File: src/rtl/dthp_pkg.sv
package dthp_pkg;

    localparam int MAX_POINTS = 32;
    localparam int IDX_W      = $clog2(MAX_POINTS);
    localparam int CNT_W      = $clog2(MAX_POINTS + 1);

    localparam int TIME_W     = 16;
    localparam int DIST_W     = 16;
    localparam int WIRE_W     = 22;
    localparam int HIT_W      = 23;
    localparam int SIDE_W     = 2;
    localparam int STATUS_W   = 2;
    localparam int LAYER_W    = 3;
    localparam int CFG_IDX_W  = 1;
    localparam int CFG_DATA_W = 6;

    localparam int ENTRY_W    = TIME_W + DIST_W;
    localparam int PROD_W     = TIME_W + DIST_W;
    localparam int DIV_CNT_W  = $clog2(PROD_W);
    localparam int SCALE_W    = 17;
    localparam int SCL_PROD_W = DIST_W + SCALE_W;
    localparam int SCALED_W   = SCL_PROD_W - 16;

    localparam logic [SCALE_W-1:0]    STEREO_Q16 = 17'd66547;
    localparam logic [SCL_PROD_W-1:0] SCL_ROUND  = SCL_PROD_W'(32768);

    localparam logic [CFG_IDX_W-1:0]  CFG_LAYER     = 1'b0;
    localparam logic [CFG_IDX_W-1:0]  CFG_POINTS    = 1'b1;
    localparam logic [LAYER_W-1:0]    LAYER_RESET   = 3'd1;
    localparam logic [CNT_W-1:0]      POINTS_RESET  = CNT_W'(2);
    localparam logic [SIDE_W-1:0]     SIDE_PLUS     = 2'b01;

    typedef enum logic [STATUS_W-1:0] {
        ST_CONV  = 2'd0,
        ST_MISS  = 2'd1,
        ST_WRITE = 2'd2
    } t_status;

    typedef enum logic [0:0] {
        REQ_WRITE = 1'b0,
        REQ_HIT   = 1'b1
    } t_req;

    typedef enum logic [2:0] {
        S_IDLE,
        S_SCAN,
        S_MUL,
        S_DIV,
        S_FIN,
        S_SCL,
        S_OUT
    } t_state;

    typedef struct packed {
        logic                     req_type;
        logic [4:0]               point_index;
        logic [TIME_W-1:0]        point_time;
        logic [DIST_W-1:0]        point_distance;
        logic signed [WIRE_W-1:0] wire_x;
        logic [TIME_W-1:0]        hit_time;
        logic signed [SIDE_W-1:0] side;
    } t_in_item;

    typedef struct packed {
        logic signed [HIT_W-1:0] hit_x;
        logic [DIST_W-1:0]       wire_hit_distance;
        logic [STATUS_W-1:0]     status;
    } t_out_item;

    typedef struct packed {
        logic    wr;
        logic    load;
        logic    rd_first;
        logic    rd_next;
        logic    mul;
        logic    div_step;
        logic    fin;
        logic    scl;
        logic    out_load;
        t_status out_code;
    } t_cmd;

    typedef struct packed {
        logic seg_hit;
        logic last_pt;
        logic div_last;
        logic out_free;
    } t_sts;

    function automatic logic is_stereo(input logic [LAYER_W-1:0] layer);
        logic r;
        r = 1'b0;
        if (layer inside {3'd2, 3'd3, 3'd5, 3'd6}) begin
            r = 1'b1;
        end
        return r;
    endfunction

endpackage

File: src/rtl/dthp_if.sv
interface dthp_in_if;
    import dthp_pkg::*;

    logic                     valid;
    logic                     ready;
    logic                     req_type;
    logic [4:0]               point_index;
    logic [TIME_W-1:0]        point_time;
    logic [DIST_W-1:0]        point_distance;
    logic signed [WIRE_W-1:0] wire_x;
    logic [TIME_W-1:0]        hit_time;
    logic signed [SIDE_W-1:0] side;

    modport source (
        output valid, req_type, point_index, point_time, point_distance,
               wire_x, hit_time, side,
        input  ready
    );

    modport sink (
        input  valid, req_type, point_index, point_time, point_distance,
               wire_x, hit_time, side,
        output ready
    );
endinterface

interface dthp_out_if;
    import dthp_pkg::*;

    logic                    valid;
    logic                    ready;
    logic signed [HIT_W-1:0] hit_x;
    logic [DIST_W-1:0]       wire_hit_distance;
    logic [STATUS_W-1:0]     status;

    modport source (
        output valid, hit_x, wire_hit_distance, status,
        input  ready
    );

    modport sink (
        input  valid, hit_x, wire_hit_distance, status,
        output ready
    );
endinterface

File: src/rtl/dthp_ctrl.sv
module dthp_ctrl (
    input  logic           i_clk,
    input  logic           i_rst_n,
    input  logic           i_in_valid,
    input  logic           i_req_type,
    input  dthp_pkg::t_sts i_sts,
    output logic           o_in_ready,
    output dthp_pkg::t_cmd o_cmd
);
    import dthp_pkg::*;

    t_state  r_state;
    t_state  n_state;
    t_status r_code;
    t_status n_code;

    always_ff @(posedge i_clk) begin
        if (!i_rst_n) begin
            r_state <= S_IDLE;
            r_code  <= ST_WRITE;
        end else begin
            r_state <= n_state;
            r_code  <= n_code;
        end
    end

    always_comb begin
        n_state    = r_state;
        n_code     = r_code;
        o_in_ready = 1'b0;
        o_cmd      = '0;
        o_cmd.out_code = r_code;
        case (r_state)
            S_IDLE: begin
                o_in_ready = 1'b1;
                if (i_in_valid) begin
                    if (i_req_type == REQ_WRITE) begin
                        o_cmd.wr = 1'b1;
                        n_code   = ST_WRITE;
                        n_state  = S_OUT;
                    end else begin
                        o_cmd.load     = 1'b1;
                        o_cmd.rd_first = 1'b1;
                        n_state        = S_SCAN;
                    end
                end
            end
            S_SCAN: begin
                if (i_sts.seg_hit) begin
                    n_state = S_MUL;
                end else if (i_sts.last_pt) begin
                    n_code  = ST_MISS;
                    n_state = S_OUT;
                end else begin
                    o_cmd.rd_next = 1'b1;
                end
            end
            S_MUL: begin
                o_cmd.mul = 1'b1;
                n_state   = S_DIV;
            end
            S_DIV: begin
                o_cmd.div_step = 1'b1;
                if (i_sts.div_last) begin
                    n_state = S_FIN;
                end
            end
            S_FIN: begin
                o_cmd.fin = 1'b1;
                n_state   = S_SCL;
            end
            S_SCL: begin
                o_cmd.scl = 1'b1;
                n_code    = ST_CONV;
                n_state   = S_OUT;
            end
            S_OUT: begin
                if (i_sts.out_free) begin
                    o_cmd.out_load = 1'b1;
                    n_state        = S_IDLE;
                end
            end
            default: begin
                n_state = S_IDLE;
            end
        endcase
    end
endmodule

File: src/rtl/dthp_datapath.sv
module dthp_datapath (
    input  logic                                 i_clk,
    input  logic                                 i_rst_n,
    input  logic                                 i_cfg_wr_en,
    input  logic [dthp_pkg::CFG_IDX_W-1:0]       i_cfg_index,
    input  logic [dthp_pkg::CFG_DATA_W-1:0]      i_cfg_data,
    input  dthp_pkg::t_in_item                   i_item,
    input  dthp_pkg::t_cmd                       i_cmd,
    input  logic                                 i_out_ready,
    output dthp_pkg::t_sts                       o_sts,
    output logic                                 o_out_valid,
    output dthp_pkg::t_out_item                  o_out_item
);
    import dthp_pkg::*;

    logic [ENTRY_W-1:0]       r_mem [MAX_POINTS];
    logic [ENTRY_W-1:0]       r_rd;
    logic [ENTRY_W-1:0]       r_prev;
    logic [IDX_W-1:0]         r_idx;
    logic [IDX_W-1:0]         w_rd_addr;

    logic [LAYER_W-1:0]       r_layer;
    logic [CNT_W-1:0]         r_points;
    logic [CNT_W-1:0]         w_n_sat;

    logic [TIME_W-1:0]        r_time;
    logic signed [WIRE_W-1:0] r_wire;
    logic [SIDE_W-1:0]        r_side;

    logic [PROD_W-1:0]        r_quo;
    logic [TIME_W-1:0]        r_den;
    logic [TIME_W-1:0]        r_rem;
    logic                     r_neg;
    logic [DIV_CNT_W-1:0]     r_cnt;
    logic [DIST_W-1:0]        r_dist;
    logic [SCALED_W-1:0]      r_scaled;

    logic                     r_ovalid;
    t_out_item                r_out;

    logic [TIME_W-1:0]        w_cur_t;
    logic [TIME_W-1:0]        w_prev_t;
    logic [DIST_W-1:0]        w_cur_x;
    logic [DIST_W-1:0]        w_prev_x;
    logic [DIST_W:0]          w_dx;
    logic [DIST_W:0]          w_dx_mag;
    logic [TIME_W-1:0]        w_dt;
    logic [TIME_W:0]          w_rem_sh;
    logic [TIME_W:0]          w_rem_sub;
    logic                     w_ge;
    logic [DIST_W-1:0]        w_q;
    logic [SCL_PROD_W-1:0]    w_scl_prod;
    logic [HIT_W-1:0]         w_wire_ext;
    logic [HIT_W-1:0]         w_sc_ext;
    logic [HIT_W-1:0]         w_hit;

    assign w_cur_t  = r_rd[ENTRY_W-1:DIST_W];
    assign w_cur_x  = r_rd[DIST_W-1:0];
    assign w_prev_t = r_prev[ENTRY_W-1:DIST_W];
    assign w_prev_x = r_prev[DIST_W-1:0];

    assign w_n_sat   = (r_points > CNT_W'(MAX_POINTS)) ? CNT_W'(MAX_POINTS) : r_points;
    assign w_rd_addr = i_cmd.rd_first ? '0 : r_idx + IDX_W'(1);

    assign o_sts.seg_hit  = (r_idx != '0) && (r_time >= w_prev_t) && (r_time < w_cur_t);
    assign o_sts.last_pt  = (CNT_W'(r_idx) + CNT_W'(1)) >= w_n_sat;
    assign o_sts.div_last = r_cnt == DIV_CNT_W'(PROD_W - 1);
    assign o_sts.out_free = !r_ovalid || i_out_ready;

    assign w_dx     = {1'b0, w_cur_x} - {1'b0, w_prev_x};
    assign w_dx_mag = w_dx[DIST_W] ? (~w_dx + 1'b1) : w_dx;
    assign w_dt     = r_time - w_prev_t;

    assign w_rem_sh  = {r_rem, r_quo[PROD_W-1]};
    assign w_ge      = w_rem_sh >= {1'b0, r_den};
    assign w_rem_sub = w_rem_sh - {1'b0, r_den};
    assign w_q       = r_quo[DIST_W-1:0];

    assign w_scl_prod = SCL_PROD_W'(r_dist) * SCL_PROD_W'(STEREO_Q16) + SCL_ROUND;

    assign w_wire_ext = {r_wire[WIRE_W-1], r_wire};
    assign w_sc_ext   = HIT_W'(r_scaled);

    always_comb begin
        if (r_side == SIDE_PLUS) begin
            w_hit = w_wire_ext + w_sc_ext;
        end else if (r_side[SIDE_W-1]) begin
            w_hit = w_wire_ext - w_sc_ext;
        end else begin
            w_hit = w_wire_ext;
        end
    end

    always_ff @(posedge i_clk) begin
        if (!i_rst_n) begin
            r_layer  <= LAYER_RESET;
            r_points <= POINTS_RESET;
        end else if (i_cfg_wr_en) begin
            case (i_cfg_index)
                CFG_LAYER:  r_layer  <= i_cfg_data[LAYER_W-1:0];
                CFG_POINTS: r_points <= i_cfg_data[CNT_W-1:0];
                default: begin
                end
            endcase
        end
    end

    always_ff @(posedge i_clk) begin
        if (i_cmd.wr) begin
            r_mem[i_item.point_index[IDX_W-1:0]] <= {i_item.point_time, i_item.point_distance};
        end
        if (i_cmd.rd_first || i_cmd.rd_next) begin
            r_rd <= r_mem[w_rd_addr];
        end
    end

    always_ff @(posedge i_clk) begin
        if (i_cmd.load) begin
            r_time <= i_item.hit_time;
            r_wire <= i_item.wire_x;
            r_side <= i_item.side;
        end
        if (i_cmd.rd_first) begin
            r_idx <= '0;
        end else if (i_cmd.rd_next) begin
            r_idx  <= r_idx + IDX_W'(1);
            r_prev <= r_rd;
        end
        if (i_cmd.mul) begin
            r_quo <= PROD_W'(w_dx_mag[DIST_W-1:0]) * PROD_W'(w_dt);
            r_den <= w_cur_t - w_prev_t;
            r_neg <= w_dx[DIST_W];
            r_rem <= '0;
            r_cnt <= '0;
        end else if (i_cmd.div_step) begin
            r_rem <= w_ge ? w_rem_sub[TIME_W-1:0] : w_rem_sh[TIME_W-1:0];
            r_quo <= {r_quo[PROD_W-2:0], w_ge};
            r_cnt <= r_cnt + DIV_CNT_W'(1);
        end
        if (i_cmd.fin) begin
            r_dist <= r_neg ? (w_prev_x - w_q) : (w_prev_x + w_q);
        end
        if (i_cmd.scl) begin
            r_scaled <= is_stereo(r_layer) ? w_scl_prod[SCL_PROD_W-1:16]
                                           : SCALED_W'(r_dist);
        end
    end

    always_ff @(posedge i_clk) begin
        if (!i_rst_n) begin
            r_ovalid <= 1'b0;
        end else if (i_cmd.out_load) begin
            r_ovalid <= 1'b1;
        end else if (i_out_ready) begin
            r_ovalid <= 1'b0;
        end
    end

    always_ff @(posedge i_clk) begin
        if (i_cmd.out_load) begin
            r_out.status <= i_cmd.out_code;
            if (i_cmd.out_code == ST_CONV) begin
                r_out.hit_x             <= w_hit;
                r_out.wire_hit_distance <= r_dist;
            end else begin
                r_out.hit_x             <= '0;
                r_out.wire_hit_distance <= '0;
            end
        end
    end

    assign o_out_valid = r_ovalid;
    assign o_out_item  = r_out;
endmodule

File: src/rtl/drift_time_to_hit_position.sv
// Drift-time to hit-position converter for one drift-chamber layer.
// Items enter on i_in (valid/ready) and one result per item leaves on o_out.
// A write item (req_type 0) stores one (time, distance) breakpoint and
// then loads its status 2 result once the output register is free.
// A hit item (req_type 1) scans the breakpoint table one entry per cycle
// through the table memory's single registered read port, then multiplies,
// runs a 32-step restoring divider at one quotient bit per cycle, and scales
// stereo layers. A time outside the table returns status 1.
// One item is worked on at a time; i_in.ready is high only while idle.
// The result sits in an output register; the next item may be accepted while
// it waits, and a later result waits for that register to be taken.
// The user must write layer_number (index 0) and points_in_use (index 1)
// on the configuration port while the block is idle; it is not enforced.
// Synchronous reset sets layer_number to 1, points_in_use to 2 and clears
// the output valid; the breakpoint table is undefined until written.
module drift_time_to_hit_position (
    input  logic                            i_clk,
    input  logic                            i_rst_n,
    input  logic                            i_cfg_wr_en,
    input  logic [dthp_pkg::CFG_IDX_W-1:0]  i_cfg_index,
    input  logic [dthp_pkg::CFG_DATA_W-1:0] i_cfg_data,
    dthp_in_if.sink                         i_in,
    dthp_out_if.source                      o_out
);
    import dthp_pkg::*;

    t_cmd      w_cmd;
    t_sts      w_sts;
    t_in_item  w_item;
    t_out_item w_out_item;
    logic      w_in_ready;
    logic      w_out_valid;

    assign w_item.req_type       = i_in.req_type;
    assign w_item.point_index    = i_in.point_index;
    assign w_item.point_time     = i_in.point_time;
    assign w_item.point_distance = i_in.point_distance;
    assign w_item.wire_x         = i_in.wire_x;
    assign w_item.hit_time       = i_in.hit_time;
    assign w_item.side           = i_in.side;

    assign i_in.ready              = w_in_ready;
    assign o_out.valid             = w_out_valid;
    assign o_out.hit_x             = w_out_item.hit_x;
    assign o_out.wire_hit_distance = w_out_item.wire_hit_distance;
    assign o_out.status            = w_out_item.status;

    dthp_ctrl u_ctrl (
        .i_clk      (i_clk),
        .i_rst_n    (i_rst_n),
        .i_in_valid (i_in.valid),
        .i_req_type (i_in.req_type),
        .i_sts      (w_sts),
        .o_in_ready (w_in_ready),
        .o_cmd      (w_cmd)
    );

    dthp_datapath u_datapath (
        .i_clk       (i_clk),
        .i_rst_n     (i_rst_n),
        .i_cfg_wr_en (i_cfg_wr_en),
        .i_cfg_index (i_cfg_index),
        .i_cfg_data  (i_cfg_data),
        .i_item      (w_item),
        .i_cmd       (w_cmd),
        .i_out_ready (o_out.ready),
        .o_sts       (w_sts),
        .o_out_valid (w_out_valid),
        .o_out_item  (w_out_item)
    );

`ifndef SYNTH
    a_load_when_free: assert property (@(posedge i_clk) disable iff (!i_rst_n)
        w_cmd.out_load |-> w_sts.out_free)
        else $error("result loaded while the output register was still occupied");

    a_busy_after_accept: assert property (@(posedge i_clk) disable iff (!i_rst_n)
        (i_in.valid && i_in.ready) |=> !i_in.ready)
        else $error("new item accepted while the previous one was in progress");

    a_zero_fields: assert property (@(posedge i_clk) disable iff (!i_rst_n)
        (o_out.valid && (o_out.status != ST_CONV))
            |-> (o_out.hit_x == '0) && (o_out.wire_hit_distance == '0))
        else $error("write or miss result carries nonzero fields");
`endif
endmodule
File: src/flat_wrapper.sv
// flat-port wrapper written by rule: the top's interface ports become plain ports
module drift_time_to_hit_position_flat import dthp_pkg::*;
  (i_clk, i_rst_n, i_cfg_wr_en, i_cfg_index, i_cfg_data, i_in_valid, i_in_req_type, i_in_point_index, i_in_point_time, i_in_point_distance, i_in_wire_x, i_in_hit_time, i_in_side, i_in_ready, o_out_valid, o_out_hit_x, o_out_wire_hit_distance, o_out_status, o_out_ready);
  dthp_in_if i_in_i ();
  dthp_out_if o_out_i ();
  input  logic i_clk;
  input  logic i_rst_n;
  input  logic i_cfg_wr_en;
  input  logic [dthp_pkg::CFG_IDX_W-1:0] i_cfg_index;
  input  logic [dthp_pkg::CFG_DATA_W-1:0] i_cfg_data;
  input wire logic [$bits(i_in_i.valid)-1:0] i_in_valid;
  input wire logic [$bits(i_in_i.req_type)-1:0] i_in_req_type;
  input wire logic [$bits(i_in_i.point_index)-1:0] i_in_point_index;
  input wire logic [$bits(i_in_i.point_time)-1:0] i_in_point_time;
  input wire logic [$bits(i_in_i.point_distance)-1:0] i_in_point_distance;
  input wire logic [$bits(i_in_i.wire_x)-1:0] i_in_wire_x;
  input wire logic [$bits(i_in_i.hit_time)-1:0] i_in_hit_time;
  input wire logic [$bits(i_in_i.side)-1:0] i_in_side;
  output wire logic [$bits(i_in_i.ready)-1:0] i_in_ready;
  output wire logic [$bits(o_out_i.valid)-1:0] o_out_valid;
  output wire logic [$bits(o_out_i.hit_x)-1:0] o_out_hit_x;
  output wire logic [$bits(o_out_i.wire_hit_distance)-1:0] o_out_wire_hit_distance;
  output wire logic [$bits(o_out_i.status)-1:0] o_out_status;
  input wire logic [$bits(o_out_i.ready)-1:0] o_out_ready;
  assign i_in_i.valid = i_in_valid;
  assign i_in_i.req_type = i_in_req_type;
  assign i_in_i.point_index = i_in_point_index;
  assign i_in_i.point_time = i_in_point_time;
  assign i_in_i.point_distance = i_in_point_distance;
  assign i_in_i.wire_x = i_in_wire_x;
  assign i_in_i.hit_time = i_in_hit_time;
  assign i_in_i.side = i_in_side;
  assign i_in_ready = i_in_i.ready;
  assign o_out_valid = o_out_i.valid;
  assign o_out_hit_x = o_out_i.hit_x;
  assign o_out_wire_hit_distance = o_out_i.wire_hit_distance;
  assign o_out_status = o_out_i.status;
  assign o_out_i.ready = o_out_ready;
  drift_time_to_hit_position u_core (.i_clk(i_clk), .i_rst_n(i_rst_n), .i_cfg_wr_en(i_cfg_wr_en), .i_cfg_index(i_cfg_index), .i_cfg_data(i_cfg_data), .i_in(i_in_i), .o_out(o_out_i));
endmodule
File: config.mk
export PLATFORM = sky130hd
export DESIGN_NAME = drift_time_to_hit_position_flat
export DESIGN_NICKNAME = d
export VERILOG_FILES = /design/src/rtl/dthp_pkg.sv /design/src/rtl/dthp_if.sv /design/src/rtl/dthp_ctrl.sv /design/src/rtl/dthp_datapath.sv /design/src/rtl/drift_time_to_hit_position.sv /design/src/flat_wrapper.sv
export SDC_FILE = /design/constraint.sdc
export NUM_CORES = 2
export LEC_CHECK = 0
export BUFFER_PORTS_ARGS = -buffer_cell sky130_fd_sc_hd__buf_4
export CAP_MARGIN = 30
export CORE_ASPECT_RATIO = 1.1
export CORE_MARGIN = 2
export CORE_UTILIZATION = 65
export CTS_CLUSTER_DIAMETER = 80
export DETAILED_ROUTE_END_ITERATION = 16
export GPL_TIMING_DRIVEN = 0
export PLACE_DENSITY = 0.81
export SLEW_MARGIN = 20
export SYNTH_ARGS = -nofsm -noshare
export SYNTH_HDL_FRONTEND = slang
export SYNTH_HIERARCHICAL = 1
export SYNTH_SLANG_ARGS = --single-unit
export TNS_END_PERCENT = 50
File: constraint.sdc
create_clock -name i_clk -period 14.5 [get_ports i_clk]
set_input_delay 1.45 -clock i_clk [delete_from_list [all_inputs] [get_ports i_clk]]
set_output_delay 1.45 -clock i_clk [all_outputs]
set_load 0.005 [all_outputs]
==> metrics.csv <==
metric,value,unit
Synth top area share,0.557,
crit-path max FO,10,
CTS hold repair buffers,0,
Die X,311,µm
Hold EP,u_core/u_datapath/r_points[0],
Async SR Flop Fraction,0,
global route overflow,0,
fin crit period,9.89,ns
layout cell share with drive strength beyond 1,0.150,
Clock Sinks,1292,
RSZ-0062 raised after global routing,false,
Rel. slew slack,0.274,
Simple-Gate Fraction of Synth Area,0.0546,
TritonCTS clock tree,yes,
Worst-path clk slew,0.06,ns
flop and latch count out of synthesis,1292,
global-route wire length before repair,279000,µm
"Primary FF master, synth",edfxtp_1,
Compound-Gate Fraction of Synth Area,0.0863,
status,completed,
Crit path largest cell delay,0.58,ns
Post-Syn Nets,5492,
CP Class,reg2reg,
"top cells by area, synth","edfxtp_1 56%, fa_1 8.1%, ha_1 6.8%",
mapped cell area,0.0674,mm²
clk_skew,0.0380,ns
number of flops mapped to enable cells by yosys,1251,
critical path's slowest cell,xnor2_1,
Root Buffer Master,clkbuf_16,
Final Instance Area,0.0761,mm²
1st-iter DRT viols,5536,
clock buffer depth,3,
pin count of the biggest net entering global routing,41,
Initial Utilization,0.658,
I/O pin total,133,
R2R Setup Slk,4.61,ns
Worst R2R End,u_core/u_datapath/r_quo[30],
Final setup viols,0,
fin nets,5833,
Netlist cell types,98,
mux contribution to synthesized area,0.0774,
crit path capture type,flip-flop,
fin. max-slew vios,0,
Fmax,101,MHz
Yosys top cell by area,edfxtp_1,
Mapped Cells,4763,
Wirelength per Cell,28.6,µm
gpl congestion,0.977,
Startpoint Class,flip-flop,
placed cell areas,0.0720,mm²
via count,44000,
R2R depth,35,
hold path depth,2,
vias per inst,6.68,
Fin Setup TNS,0,ns
adder-cell share of the synthesized area,0.149,
worst hold path type,reg2reg,
Port Buf Inserts,129,
most frequent cells in the layout,"1251 x edfxtp_1, 494 x inv_1, 366 x ha_1, 273 x fa_1, 261 x nor2_1",
Worst Max-Slew Pin Slew,1.09,ns
worst skew pair latency,0.73,ns
vias in the first global route,44800,
Die ar.,0.106,mm²
MaxCap Viol Count,0,
Layout area overhead,12.8,%
total track usage,0.357,
final HPWL from detailed placement,131000,µm
initial antenna violation count,5,
worst path arrival time,10.31,ns
Core Area,0.102,mm²
H-tree levels,3,
clock buffer count from CTS,121,
remaining antenna violation count,0,
final hold vios,0,
Post-route DRC,0,
CP most frequent cell,fa_1,
drt pass-1 iters,6,
CTS resizes,0,
postcts setup bufs,0,
register area share after synthesis,0.569,
Std-Cell Rows,123,
post-synthesis xor/xnor area fraction,0.0234,
die height,342,µm
hold path start,u_core/u_datapath/r_points[0],
period utilisation layout,0.682,
"commonest non-fill, non-tap cell in the layout",edfxtp_1,
Ys Warns,6,
Synth Area per Inst,14.2,µm²
Crit path required time,14.92,ns
largest family of logic cells by synthesized area,adder cells,
Total Wirelength,188000,µm
Critical R2R Launch,u_core/u_datapath/r_rd[0],
-- how the worst max path moves through the flow --
stage | startpoint | to | slack (ns) | depth (start not counted)
finish | u_core/u_datapath/r_rd[0] | u_core/u_datapath/r_quo[30] | 4.61 | 35
global route | u_core/u_datapath/r_rd[0] | u_core/u_datapath/r_quo[29] | 4.25 | 34
CTS | u_core/u_datapath/r_time[0] | u_core/u_datapath/r_quo[29] | 4.56 | 34
detailed placement | u_core/u_datapath/r_time[0] | u_core/u_datapath/r_quo[29] | 4.63 | 34
global placement | u_core/u_datapath/r_rd[0] | u_core/u_datapath/r_quo[30] | 4.60 | 33
floorplan | u_core/u_datapath/r_prev[0] | u_core/u_datapath/r_quo[29] | 6.10 | 33
-- kinds of logic (layout without fill, tap and decap cells) --
logic type	after synthesis	count (layout)
xor gates and xnor gates	175	175
DFF	1292	1292
other	0	1
muxes	274	274
and+or+nand+nor	807	807
AOI/OAI and AO/OA	876	876
adders and majority gates	639	639
buffers and inverters	700	1145
-- routing by layer --
| layer | wire (µm) | vias up | track usage |
|---|---|---|---|
| met3 | 19600 | 777 | 0.0712 |
| met4 | 12800 | 6 | 0.213 |
| met1 | 63300 | 21700 | 0.431 |
| met2 | 92300 | 3122 | 0.602 |
| li1 | - | 18400 | - |
| met5 | 48 | - | 0 |
-- flip-flops by register name, indices dropped and copies added, names as in the netlist, 2 cells and up --
| signal | count |
|---|---|
| u_core/u_datapath/r_dist | 16 |
| u_core/u_datapath/r_cnt | 5 |
| u_core/u_datapath/r_scaled | 17 |
| u_core/u_datapath/r_rd | 32 |
| u_core/u_datapath/r_quo | 32 |
| u_core/u_datapath/r_den | 16 |
| u_core/u_datapath/r_prev | 32 |
| u_core/u_ctrl/r_state | 3 |
| u_core/u_datapath/r_side | 2 |
| u_core/u_datapath/r_wire | 22 |
| u_core/u_datapath/r_points | 6 |
| u_core/u_datapath/r_rem | 16 |
| u_core/u_datapath/o_out_item | 41 |
| u_core/u_ctrl/r_code | 2 |
| u_core/u_datapath/r_time | 16 |
| u_core/u_datapath/r_layer | 3 |
| u_core/u_datapath/r_mem | 1024 |
| u_core/u_datapath/r_idx | 5 |
-- synthesized netlist by cell type, drive strengths merged (60+ instances only) --
cell type / n
fa: 273
ha: 366
nor2: 294
xor2: 60
a21oi: 156
nand2: 242
xnor2: 115
inv: 496
clkbuf: 143
o21ai: 215
mux4: 192
edfxtp: 1251
buf: 60
o221ai: 138
o22ai: 133
-- per-stage QoR --
stage	setup WS [ns]	util	std cells	hold slack (ns)
finish	4.61	0.742	6584	0.460
global route	4.25	0.742	6583	0.495
CTS	4.56	0.741	6569	0.467
detailed placement	4.63	0.702	6342	0.456
global placement	4.60	0.684	6267	0.457
floorplan	6.10	-	4763	0.426
-- worst max-delay path: cells and delay by family, from the launching register on --
family	cells	cell delay, ns
adder cells (fa/ha/maj)	9	3.93
AO/OA/AOI/OAI	15	3.44
buffers and inverters	7	0.84
XOR/XNOR	2	0.77
flip-flops	1	0.43
AND/OR/NAND/NOR	2	0.14
-- area by class of cell --
| type | count | area (µm²) |
|---|---|---|
| Tap cell | 1375 | 1720 |
| Timing Repair Buffer | 218 | 2640 |
| Clock buffer | 134 | 3080 |
| Antenna cell | 1 | 2.50 |
| Inverter | 497 | 1870 |
| Clock inverter | 93 | 891 |
| Multi-Input combinational cell | 2771 | 26700 |
| Fill cell | 6120 | 26400 |
| Buffer | 203 | 838 |
| Sequential cell | 1292 | 38400 |
Power is not shown: default switching activity piles up to over one toggle a cycle in this logic, so the estimate is an artifact.
